$ cat config.mk
export PLATFORM = sky130hd
export DESIGN_NAME = hash_to_bucket_reduce
export DESIGN_NICKNAME = d
export VERILOG_FILES = /design/src/rtl/hbr_pkg.sv /design/src/rtl/hash_to_bucket_reduce.sv /design/src/rtl/hbr_div.sv
export SDC_FILE = /design/constraint.sdc
export NUM_CORES = 1
export LEC_CHECK = 0
export BUFFER_PORTS_ARGS = -buffer_cell sky130_fd_sc_hd__clkbuf_2
export CAP_MARGIN = 30
export CORE_MARGIN = 2
export CORE_UTILIZATION = 35
export CTS_BUF_LIST = sky130_fd_sc_hd__clkbuf_8
export DETAILED_ROUTE_END_ITERATION = 10
export PLACE_DENSITY = 0.51
export SLEW_MARGIN = 20
export SYNTH_ARGS = -nofsm -noshare
export SYNTH_HDL_FRONTEND = slang
export SYNTH_SLANG_ARGS = --single-unit
$ cat constraint.sdc
create_clock -name clk_i -period 5.3 [get_ports clk_i]
set_input_delay 0.795 -clock clk_i [delete_from_list [all_inputs] [get_ports clk_i]]
set_output_delay 0.795 -clock clk_i [all_outputs]
set_load 0.05 [all_outputs]
$ cat src/rtl/hbr_pkg.sv
// Shared constants, types and tables for the hash to bucket reduction block.
package hbr_pkg;

  localparam int unsigned HashW      = 32;
  localparam int unsigned MaxRetries = 64;
  localparam int unsigned StepW      = $clog2(MaxRetries + 1);
  localparam int unsigned CntW       = $clog2(HashW);

  localparam logic [HashW-1:0] FnvOffset = 32'h811c_9dc5;
  localparam logic [HashW-1:0] AllOnes   = 32'hffff_ffff;

  // The prime 16777619 is 2^24 + 2^8 + 2^7 + 2^4 + 2^1 + 2^0.
  localparam int unsigned FnvTerms = 6;
  localparam int unsigned TermW    = $clog2(FnvTerms);
  localparam logic [4:0] FnvShift [FnvTerms] = '{5'd0, 5'd1, 5'd4, 5'd7, 5'd8, 5'd24};

  localparam logic [2:0] MethPass  = 3'd0;
  localparam logic [2:0] MethMask  = 3'd1;
  localparam logic [2:0] MethFold  = 3'd2;
  localparam logic [2:0] MethMod   = 3'd3;
  localparam logic [2:0] MethRetry = 3'd4;

  localparam int unsigned AddrW = 4;
  localparam logic [1:0] RegMethod = 2'd0;
  localparam logic [1:0] RegBitLen = 2'd1;
  localparam logic [1:0] RegTblLen = 2'd2;

  typedef struct packed {
    logic             start;
    logic [HashW-1:0] dividend;
    logic [HashW-1:0] divisor;
  } div_req_t;

  typedef struct packed {
    logic             done;
    logic [HashW-1:0] rem;
  } div_rsp_t;

  typedef enum logic [5:0] {
    StIdle  = 6'b000001,
    StFold  = 6'b000010,
    StLevel = 6'b000100,
    StCheck = 6'b001000,
    StMul   = 6'b010000,
    StMod   = 6'b100000
  } state_e;

endpackage

$ cat src/rtl/hash_to_bucket_reduce.sv
// Top level: configuration registers, reduction sequencer and result register.
// Pass-through, mask, full-width fold and zero table length: result registered
// in the cycle after start. Xor fold below 32 bits: one hash bit per cycle.
// Modulo: via the bit-serial remainder unit. Retry: the retry level via that
// unit, rehash steps of six shift-add terms each (up to 64), then the unit again.
// busy_o drops in the result cycle, no stalls; a new item is taken while idle.
// Reset is asynchronous: method 0, bit_length 32, table_length 1024, idle.
module hash_to_bucket_reduce import hbr_pkg::*; (
  input  logic             clk_i,
  input  logic             rst_ni,
  input  logic             start_i,
  output logic             busy_o,
  input  logic [HashW-1:0] hash_value_i,
  output logic             done_o,
  output logic [HashW-1:0] bucket_index_o,
  output logic             retry_exhausted_o,
  input  logic             psel,
  input  logic             penable,
  input  logic             pwrite,
  input  logic [AddrW-1:0] paddr,
  input  logic [31:0]      pwdata,
  output logic [31:0]      prdata,
  output logic             pready
);

  logic [2:0]       method_q;
  logic [5:0]       blen_q;
  logic [HashW-1:0] tlen_q;
  logic             cfg_wr;
  logic [1:0]       cfg_idx;

  state_e           state_q, state_d;
  logic [HashW-1:0] h_q, h_d;
  logic [HashW-1:0] acc_q, acc_d;
  logic [HashW-1:0] level_q, level_d;
  logic [CntW-1:0]  pos_q, pos_d;
  logic [CntW-1:0]  cnt_q, cnt_d;
  logic [CntW-1:0]  wlim_q, wlim_d;
  logic [TermW-1:0] term_q, term_d;
  logic [StepW-1:0] steps_q, steps_d;
  logic             ex_q, ex_d;
  logic [HashW-1:0] bucket_q, bucket_d;
  logic             done_q, done_d;

  logic [5:0]       eff_w;
  logic [HashW-1:0] wmask;
  logic [HashW-1:0] fold_acc;
  logic [HashW-1:0] mul_sum;
  logic             above;
  div_req_t         div_req;
  div_rsp_t         div_rsp;

  // configuration port
  assign pready  = 1'b1;
  assign cfg_wr  = psel && penable && pwrite;
  assign cfg_idx = paddr[3:2];

  always_ff @(posedge clk_i or negedge rst_ni) begin
    if (!rst_ni) begin
      method_q <= MethPass;
      blen_q   <= 6'd32;
      tlen_q   <= 32'd1024;
    end else if (cfg_wr) begin
      case (cfg_idx)
        RegMethod: method_q <= pwdata[2:0];
        RegBitLen: blen_q   <= pwdata[5:0];
        RegTblLen: tlen_q   <= pwdata;
        default: ;
      endcase
    end
  end

  always_comb begin
    case (cfg_idx)
      RegMethod: prdata = {29'd0, method_q};
      RegBitLen: prdata = {26'd0, blen_q};
      RegTblLen: prdata = tlen_q;
      default:   prdata = '0;
    endcase
  end

  // effective index width, 1..32
  always_comb begin
    if (blen_q == 6'd0) begin
      eff_w = 6'd1;
    end else if (blen_q > 6'd32) begin
      eff_w = 6'd32;
    end else begin
      eff_w = blen_q;
    end
    if (eff_w >= 6'd32) begin
      wmask = AllOnes;
    end else begin
      wmask = (HashW'(1) << eff_w[4:0]) - HashW'(1);
    end
  end

  assign above   = h_q >= level_q;
  assign mul_sum = acc_q + (h_q << FnvShift[term_q]);

  always_comb begin
    fold_acc          = acc_q;
    fold_acc[pos_q]   = acc_q[pos_q] ^ h_q[0];
  end

  always_comb begin
    state_d  = state_q;
    h_d      = h_q;
    acc_d    = acc_q;
    level_d  = level_q;
    pos_d    = pos_q;
    cnt_d    = cnt_q;
    wlim_d   = wlim_q;
    term_d   = term_q;
    steps_d  = steps_q;
    ex_d     = ex_q;
    bucket_d = bucket_q;
    done_d   = 1'b0;
    div_req  = '{start: 1'b0, dividend: h_q, divisor: tlen_q};
    case (state_q)
      StIdle: begin
        if (start_i) begin
          h_d  = hash_value_i;
          ex_d = 1'b0;
          case (method_q)
            MethMask: begin
              bucket_d = hash_value_i & wmask;
              done_d   = 1'b1;
            end
            MethFold: begin
              if (eff_w >= 6'd32) begin
                bucket_d = hash_value_i;
                done_d   = 1'b1;
              end else begin
                acc_d   = '0;
                pos_d   = '0;
                cnt_d   = '0;
                wlim_d  = eff_w[4:0] - 5'd1;
                state_d = StFold;
              end
            end
            MethMod: begin
              if (tlen_q == '0) begin
                bucket_d = hash_value_i;
                done_d   = 1'b1;
              end else begin
                div_req = '{start: 1'b1, dividend: hash_value_i, divisor: tlen_q};
                state_d = StMod;
              end
            end
            MethRetry: begin
              if (tlen_q == '0) begin
                bucket_d = hash_value_i;
                done_d   = 1'b1;
              end else begin
                // remainder of all-ones gives the largest multiple not above it
                div_req = '{start: 1'b1, dividend: AllOnes, divisor: tlen_q};
                steps_d = '0;
                state_d = StLevel;
              end
            end
            default: begin
              bucket_d = hash_value_i;
              done_d   = 1'b1;
            end
          endcase
        end
      end
      StFold: begin
        // fold hash bit i into index bit i mod width
        acc_d = fold_acc;
        h_d   = {1'b0, h_q[HashW-1:1]};
        pos_d = (pos_q == wlim_q) ? '0 : pos_q + 1'b1;
        cnt_d = cnt_q + 1'b1;
        if (cnt_q == CntW'(HashW - 1)) begin
          bucket_d = fold_acc;
          done_d   = 1'b1;
          state_d  = StIdle;
        end
      end
      StLevel: begin
        if (div_rsp.done) begin
          level_d = ~div_rsp.rem;
          state_d = StCheck;
        end
      end
      StCheck: begin
        if (above && (steps_q < StepW'(MaxRetries))) begin
          acc_d   = FnvOffset;
          term_d  = '0;
          state_d = StMul;
        end else begin
          ex_d    = above;
          div_req = '{start: 1'b1, dividend: h_q, divisor: tlen_q};
          state_d = StMod;
        end
      end
      StMul: begin
        acc_d  = mul_sum;
        term_d = term_q + 1'b1;
        if (term_q == TermW'(FnvTerms - 1)) begin
          h_d     = mul_sum;
          steps_d = steps_q + 1'b1;
          state_d = StCheck;
        end
      end
      StMod: begin
        if (div_rsp.done) begin
          bucket_d = div_rsp.rem;
          done_d   = 1'b1;
          state_d  = StIdle;
        end
      end
      default: begin
        state_d = StIdle;
      end
    endcase
  end

  always_ff @(posedge clk_i or negedge rst_ni) begin
    if (!rst_ni) begin
      state_q <= StIdle;
      done_q  <= 1'b0;
      pos_q   <= '0;
      cnt_q   <= '0;
      wlim_q  <= '0;
      term_q  <= '0;
      steps_q <= '0;
    end else begin
      state_q <= state_d;
      done_q  <= done_d;
      pos_q   <= pos_d;
      cnt_q   <= cnt_d;
      wlim_q  <= wlim_d;
      term_q  <= term_d;
      steps_q <= steps_d;
    end
  end

  always_ff @(posedge clk_i) begin
    h_q      <= h_d;
    acc_q    <= acc_d;
    level_q  <= level_d;
    ex_q     <= ex_d;
    bucket_q <= bucket_d;
  end

  hbr_div u_div (
    .clk_i  (clk_i),
    .rst_ni (rst_ni),
    .req_i  (div_req),
    .rsp_o  (div_rsp)
  );

  assign busy_o            = (state_q != StIdle);
  assign done_o            = done_q;
  assign bucket_index_o    = bucket_q;
  assign retry_exhausted_o = done_q & ex_q;

endmodule

$ cat src/rtl/hbr_div.sv
// Bit-serial restoring remainder unit, one quotient bit per cycle.
module hbr_div import hbr_pkg::*; (
  input  logic     clk_i,
  input  logic     rst_ni,
  input  div_req_t req_i,
  output div_rsp_t rsp_o
);

  logic [HashW-1:0] dvd_q, dvd_d;
  logic [HashW-1:0] dsr_q, dsr_d;
  logic [HashW-1:0] rem_q, rem_d;
  logic [CntW-1:0]  cnt_q, cnt_d;
  logic             run_q, run_d;
  logic             done_q, done_d;
  logic [HashW:0]   shifted;
  logic [HashW:0]   diff;

  always_comb begin
    dvd_d   = dvd_q;
    dsr_d   = dsr_q;
    rem_d   = rem_q;
    cnt_d   = cnt_q;
    run_d   = run_q;
    done_d  = 1'b0;
    shifted = {rem_q, dvd_q[HashW-1]};
    diff    = shifted - {1'b0, dsr_q};
    if (req_i.start) begin
      dvd_d = req_i.dividend;
      dsr_d = req_i.divisor;
      rem_d = '0;
      cnt_d = '0;
      run_d = 1'b1;
    end else if (run_q) begin
      // shift in the next dividend bit, subtract when it fits
      dvd_d = {dvd_q[HashW-2:0], 1'b0};
      rem_d = diff[HashW] ? shifted[HashW-1:0] : diff[HashW-1:0];
      cnt_d = cnt_q + 1'b1;
      if (cnt_q == CntW'(HashW - 1)) begin
        run_d  = 1'b0;
        done_d = 1'b1;
      end
    end
  end

  always_ff @(posedge clk_i or negedge rst_ni) begin
    if (!rst_ni) begin
      cnt_q  <= '0;
      run_q  <= 1'b0;
      done_q <= 1'b0;
    end else begin
      cnt_q  <= cnt_d;
      run_q  <= run_d;
      done_q <= done_d;
    end
  end

  always_ff @(posedge clk_i) begin
    dvd_q <= dvd_d;
    dsr_q <= dsr_d;
    rem_q <= rem_d;
  end

  assign rsp_o.done = done_q;
  assign rsp_o.rem  = rem_q;

endmodule

* Word-level counts from Yosys, hierarchy flattened *
Memory sizes are Yosys's and may differ from the RTL's.
Index checks and enable logic that the tools add are counted.

storage, ports and cells
  flip-flop bits (word level) = 305
  ROM bits = 40
  logic and storage cells = 186
  memories kept = 1

operators by class
  add/subtract/negate cells = 9
  $lt $le $gt $ge = 7
  equality and inequality tests = 34
  shift operators = 2
  mux-type cells = 77
  bitwise logic cells = 6
  reductions and logical operators = 29

memory list
  memory           depth  bits a word  rd ports  clocked after Yosys merged registers in  write ports  RTL line                     text
  (no name shown)  8      5            1         0                                        0            hash_to_bucket_reduce.sv:99  assign mul_sum = acc_q + (h_q << FnvShift[term_q]);

operators with widths
  operator               number
  $mux 32                15
  $pmux 32 s3            4
  $mux 65                4
  $pmux 65 s2            2
  $pmux 32 s4            1
  $mux 6                 11
  $mux 5                 8
  $pmux 6 s6             1
  $sub 33x32->33         1
  $add 32x32->32         1
  $and 32x32->32         1
  $bwmux 32              1
  $ge 32x32->1           1
  $logic_not 32->1       1
  $not 32->32            1
  $shl 1x5->32 const A   1
  $shl 32x5->32          1
  $sub 32x2->32 const B  1
  $mux 7                 4
  $pmux 5 s2             2
  $pmux 6 s3             1
  $add 5x1->5 const B    3
  $mux 1                 15
  $ne 3x3->1 const B     5
  other kinds (50)       78

* Logic depth before layout (Yosys ltp) *
  depth in word-level cells = 10
  depth in mapped cells = 20

* Modules after synthesis *
From an unflattened synthesis, not the netlist that was laid out.

unflattened totals
  cells, all modules = 2229
  area total of the unflattened synthesis = 21194.1 um^2

modules (own cells, without submodules)
  module                 instances  cells an instance  area each (um^2)  sequential area each (um^2)
  hash_to_bucket_reduce  1          1665               15159.5           5704.2
  hbr_div                1          564                6034.5            2737.6

* Worst setup path before layout *
No wires, ideal clock.

  path type = flip-flop to flip-flop
  from = register term_q[2]
  to = register acc_q[31], data pin
  library setup time = 0.261 ns
  data arrival time = 4.423 ns
  setup slack = 0.616 ns
  stages on the path, launching flop included = 19
  period minus slack after synthesis = 4.684 ns
  cell sequence = dfrtp_1 -> inv_1 -> ha_1 -> clkbuf_1 -> buf_1 -> mux2i_1 -> mux2i_1 -> o21ai_0 -> ha_1 -> clkbuf_1 -> a21oi_1 -> o21ai_1 -> o41ai_1 -> o22ai_1 -> o41ai_1 -> a21oi_1 -> o32a_1 -> xnor2_1 -> a221o_1

on the way
  word-level cells in the longest chain between the ends = 7

RTL lines
  item                                       RTL line                      text
  from (decl)                                hash_to_bucket_reduce.sv:39   logic [TermW-1:0] term_q, term_d;
  from (signal assigned)                     hash_to_bucket_reduce.sv:235  term_q <= term_d;
  $not 3->4 (not written as such)            hash_to_bucket_reduce.sv:99
  $mem_v2 8x5                                n/a
  $mux 5 (not written as such) (2 in a row)  hash_to_bucket_reduce.sv:99
  $shl 32x5->32                              hash_to_bucket_reduce.sv:99
  $add 32x32->32                             hash_to_bucket_reduce.sv:99
  $pmux 32 s4                                hash_to_bucket_reduce.sv:120  case (state_q)
  via acc_d[31]                              hash_to_bucket_reduce.sv:34   logic [HashW-1:0] acc_q, acc_d;
  to (signal assigned)                       hash_to_bucket_reduce.sv:242  acc_q <= acc_d;
  to (decl)                                  hash_to_bucket_reduce.sv:34

The timed path passes the listed nets, and every way through them passes these cells. The select of a mux whose other input is x is not followed.
A chain may end at the register's enable or synchronous reset.

* Worst setup path in the final report *
Same ends and word-level chain as after synthesis.

==> results.txt <==
- Endpoint of the lowest-slack register-to-register path: acc_q[31]
- Tracing the worst setup path back leads to its startpoint at term_q[2].
- The via count of the first global-routing pass came to 17.2k.
* Max Cap Viol: 0
* GRT met2 Usage: 0.370
* Crit path max fanout: 19
* Beginning of the worst register-to-register path: term_q[2]
- In this run the worst hold path is classified as input port to asynchronous set/reset pin.
- Crit share post-route: 0.916
- STA classifies the critical path startpoint as a register.
- Post-route setup TNS: 0 ps
- Counting along the longest clock path gives a buffer depth of 3.
- Measured against the total synthesized area, the mux share comes to 0.100.
- Clk sink count: 305
- The share of the synthesized area in compound gates (AO/OA/AOI/OAI) was 0.194.
* Final Hold Viols: 0
- Seq/Total Area, Yosys: 0.408
- For this run, design rule violations remaining after detail routing come to 0.
* Instance area at placement: 22,300 µm²
- Most common library cell in the layout ignoring fill and taps: sky130_fd_sc_hd__nand2_1
* Setup slack of the most critical reg-to-reg path: 440 ps
* Total Routed Length: 74,400 µm
- Routing usage on met1: 0.340
- DRT Pass-1 Iters: 5
* Buffers on Ports: 138
- Type of the setup path with the least slack: register to register
- The die covers 61,100 µm².
- The die is 247 µm tall.
- Antenna viol nets, final: 0
- The total area inside the core boundary comes to 58,700 µm².
- For the pin with the worst max-slew slack, the measured transition is 888 ps.
- The worst setup path is captured at a register.
- Critical path arrival: 5300 ps
- Number of buffers created by CTS: 58
- Synth async-reset ratio: 0.262
* Synthesized area divided by synthesized cell count: 9.34 µm²
- Avg WL per Cell: 23.5 µm
- Synth warn: 0
* Final design instance area without fill: 23,600 µm²
- Synth Cell Area: 20,700 µm²
* Static power due to leakage: 9.88 nW
* Smallest setup slack after layout: 443 ps
- Based on the critical path, the design can be clocked at up to 206 MHz.
- The number of pins exceeding their max-slew limit in the final report is 0.
* Syn nets: 2,405
- Clock insertion delay at the later pin of the skew report: 690 ps
* Sum of overflow across all layers after global routing: 0
- Hpwl dp: 57,700 µm
- The number of antenna violations at the first check in global routing is 1.
* Number of top-level design ports: 142
- Crit path largest cell delay: 500 ps
* Max_slew headroom: 0.403
- For this configuration, the core starts out at a cell density of 0.353.
* Minimum setup slack after placement: 344 ps
- The die is 247 µm wide.
* Dominant combinational cell family by area after synthesis: compound AO/OA/AOI/OAI gates
- Seq. cell area: 8440 µm²
- Post-CTS setup buffers: 0
* Share of post-route cells with drive strength above 1: 0.153
* Worst ir drop on vdd: 0.293 mV
- The root buffer cell chosen for the clock tree is sky130_fd_sc_hd__clkbuf_8.
- Critical path destination: acc_q[31]
- Of the total synthesized cell area, the portion taken by AND, OR, NAND and NOR gates is 0.151.
- Post-Synth Adder-Cell Area: 0.0703
- The first global-routing pass estimated 109,000 µm of wire.
- The slowest stage of the critical path belongs to the cell sky130_fd_sc_hd__o41ai_2.
- Of the total synthesized cell area, the portion taken by XOR and XNOR cells is 0.0271.
- Setup violations remaining at the end of the flow were counted as 0.
* Run status: finished clean
- Entering global routing, the biggest net connects 61 pins.
- Count of cells along the worst register-to-register path: 16
* Setup repair after global routing missed its margin: no
- GP Congestion: 0.938
- Required arrival time at the worst endpoint: 5740 ps
- Met3 Use GR: 0.0369
* Area used by multi-input combinational logic: 11,300 µm²
- For this block, the via count after detailed routing is 18.1k.
- In the final design database the tool counted 2,530 nets.
- Number of placement rows: 89
- Total power for the finished layout comes to 14.1 mW.
* Synth Register Bits: 305
- Across the routed clock network, the largest skew measured is 34.1 ps.
- GR peak layer: met2
* Clock edge transition at the registers on the reported setup and hold paths: 60 ps
- Across every metal layer, demand over resource in global routing totals 0.239.
- DR vias/cell: 5.73
* PD cells: 595 nW/µm²
* Layout overhead on the synthesized area: 14.2%
- Cell Chain, Critical Path: inv_1, ha_2, buf_4, mux2i_1, mux2i_1, o21ai_0, ha_1, a21o_1, a21o_1, a21oi_1, o22ai_1, o41ai_2, a21oi_1, o32a_1, xnor2_1, a221o_1
- After filler insertion, the fill cell instance count of the layout stands at 5,891.
- Number of distinct library cell variants in the gate-level netlist after synthesis: 90
- In this run, synthesis inferred 193 flip-flops with an integrated enable.
- CTS tree: built
- DRC violation total after the first TritonRoute iteration: 1,556
- The most used flip-flop cell after synthesis is sky130_fd_sc_hd__edfxtp_1.
* Tmin final: 4860 ps
- Commonest cells after routing, fill and taps aside: 239 x sky130_fd_sc_hd__nand2_1, 193 x sky130_fd_sc_hd__edfxtp_1, 155 x sky130_fd_sc_hd__a21oi_1
- # H-tree levels: 2
- Number of standard cells after synthesis: 2,216
-- report_power, final --
group,internal (mW),switching [mW],leakage [nW]
Sequential,3.45,0.866,3.10
Clock,1.42,1.11,0.693
Combinational,2.73,4.48,6.09
Total,7.60,6.46,9.88
-- per-layer routing --
metal / part of all wire / wire length [µm]
met1: 0.46 / 34000
met2: 0.44 / 33100
met3: 0.067 / 5000
met4: 0.032 / 2350
met5: 0 / 0
-- worst min path at each step --
| stage | start | end | slack (ps) | cells after the start |
|---|---|---|---|---|
| 6_report | rst_ni | done_o | 110 | 1 |
| 5_1_grt | rst_ni | cnt_q[3] | 120 | 1 |
| 4_1_cts | rst_ni | cnt_q[3] | 80 | 1 |
| 3_5_place_dp | steps_q[4] | steps_q[4] | 490 | 1 |
| 3_3_place_gp | steps_q[5] | steps_q[5] | 470 | 1 |
| 2_1_floorplan | steps_q[5] | steps_q[5] | 450 | 1 |
-- per-stage QoR --
| stage | hold slack, ps | instances | utilization |
|---|---|---|---|
| global placement | 470 | 3051 | 0.380 |
| global route | 120 | 3165 | 0.402 |
| finish | 114 | 3165 | 0.402 |
| floorplan | 449 | 2216 | - |
| detailed placement | 488 | 3053 | 0.381 |
| CTS | 79.0 | 3163 | 0.402 |
-- logic make-up (layout without fill, tap and decap cells) --
| kind of cell | Yosys count | count (layout) |
|---|---|---|
| muxes | 187 | 187 |
| buffers and inverters | 260 | 435 |
| xor gates and xnor gates | 64 | 64 |
| AOI/OAI and AO/OA | 632 | 632 |
| adders and majority gates | 115 | 115 |
| DFF | 305 | 305 |
| and+or+nand+nor | 652 | 652 |
| other | 1 | 2 |
-- cell type report --
type                            count  area share
Antenna cell                        1    0.000106
Clock buffer                       61      0.0355
Clock inverter                     49      0.0174
Inverter                          134      0.0213
Multi-Input combinational cell   1651       0.480
Sequential cell                   305       0.357
Tap cell                          773      0.0410
Timing Repair Buffer              191      0.0471
-- what timing repair did --
action,4_1_cts,5_1_grt
resized for setup,0,1
hold buffers,0,0
endpoints found under the hold margin,0,0
setup endpoints to repair,0,1
-- critical path, delay by kind of cell, from the launching register on --
| family | cells | cell delay [ps] |
|---|---|---|
| compound gates | 9 | 2320 |
| xor+xnor | 1 | 160 |
| fa+ha+maj | 2 | 770 |
| buf+inv | 2 | 440 |
| flops | 1 | 440 |
| mux | 2 | 480 |
-- registers in the layout, indices dropped and copies added (netlist names), 5 cells and up --
signal and count:
bucket_index_o 32, state_q 6, blen_q 6, u_div.dsr_q 32, u_div.rem_q 32, tlen_q 32, acc_q 32, u_div.dvd_q 32
wlim_q 5, u_div.cnt_q 5, pos_q 5, cnt_q 5, steps_q 7, h_q 32, level_q 32
-- cell usage after synthesis (32+ instances only) --
library cell | number | share of area
sky130_fd_sc_hd__dfxtp_1 | 32 | 0.031
sky130_fd_sc_hd__and2_1 | 36 | 0.011
sky130_fd_sc_hd__a21oi_1 | 156 | 0.038
sky130_fd_sc_hd__mux2i_1 | 126 | 0.061
sky130_fd_sc_hd__clkbuf_1 | 99 | 0.018
sky130_fd_sc_hd__edfxtp_1 | 193 | 0.28
sky130_fd_sc_hd__nor2_1 | 128 | 0.023
sky130_fd_sc_hd__nand3_1 | 53 | 0.013
sky130_fd_sc_hd__o21ai_0 | 106 | 0.026
sky130_fd_sc_hd__o21ai_1 | 93 | 0.022
sky130_fd_sc_hd__a21o_1 | 37 | 0.013
sky130_fd_sc_hd__inv_1 | 129 | 0.023
sky130_fd_sc_hd__xnor2_1 | 38 | 0.016
sky130_fd_sc_hd__nand2_1 | 239 | 0.043
sky130_fd_sc_hd__ha_1 | 113 | 0.068
sky130_fd_sc_hd__dfrtp_1 | 77 | 0.093
sky130_fd_sc_hd__mux2_2 | 44 | 0.024
Note: power is estimated with default switching activity, not from simulation.
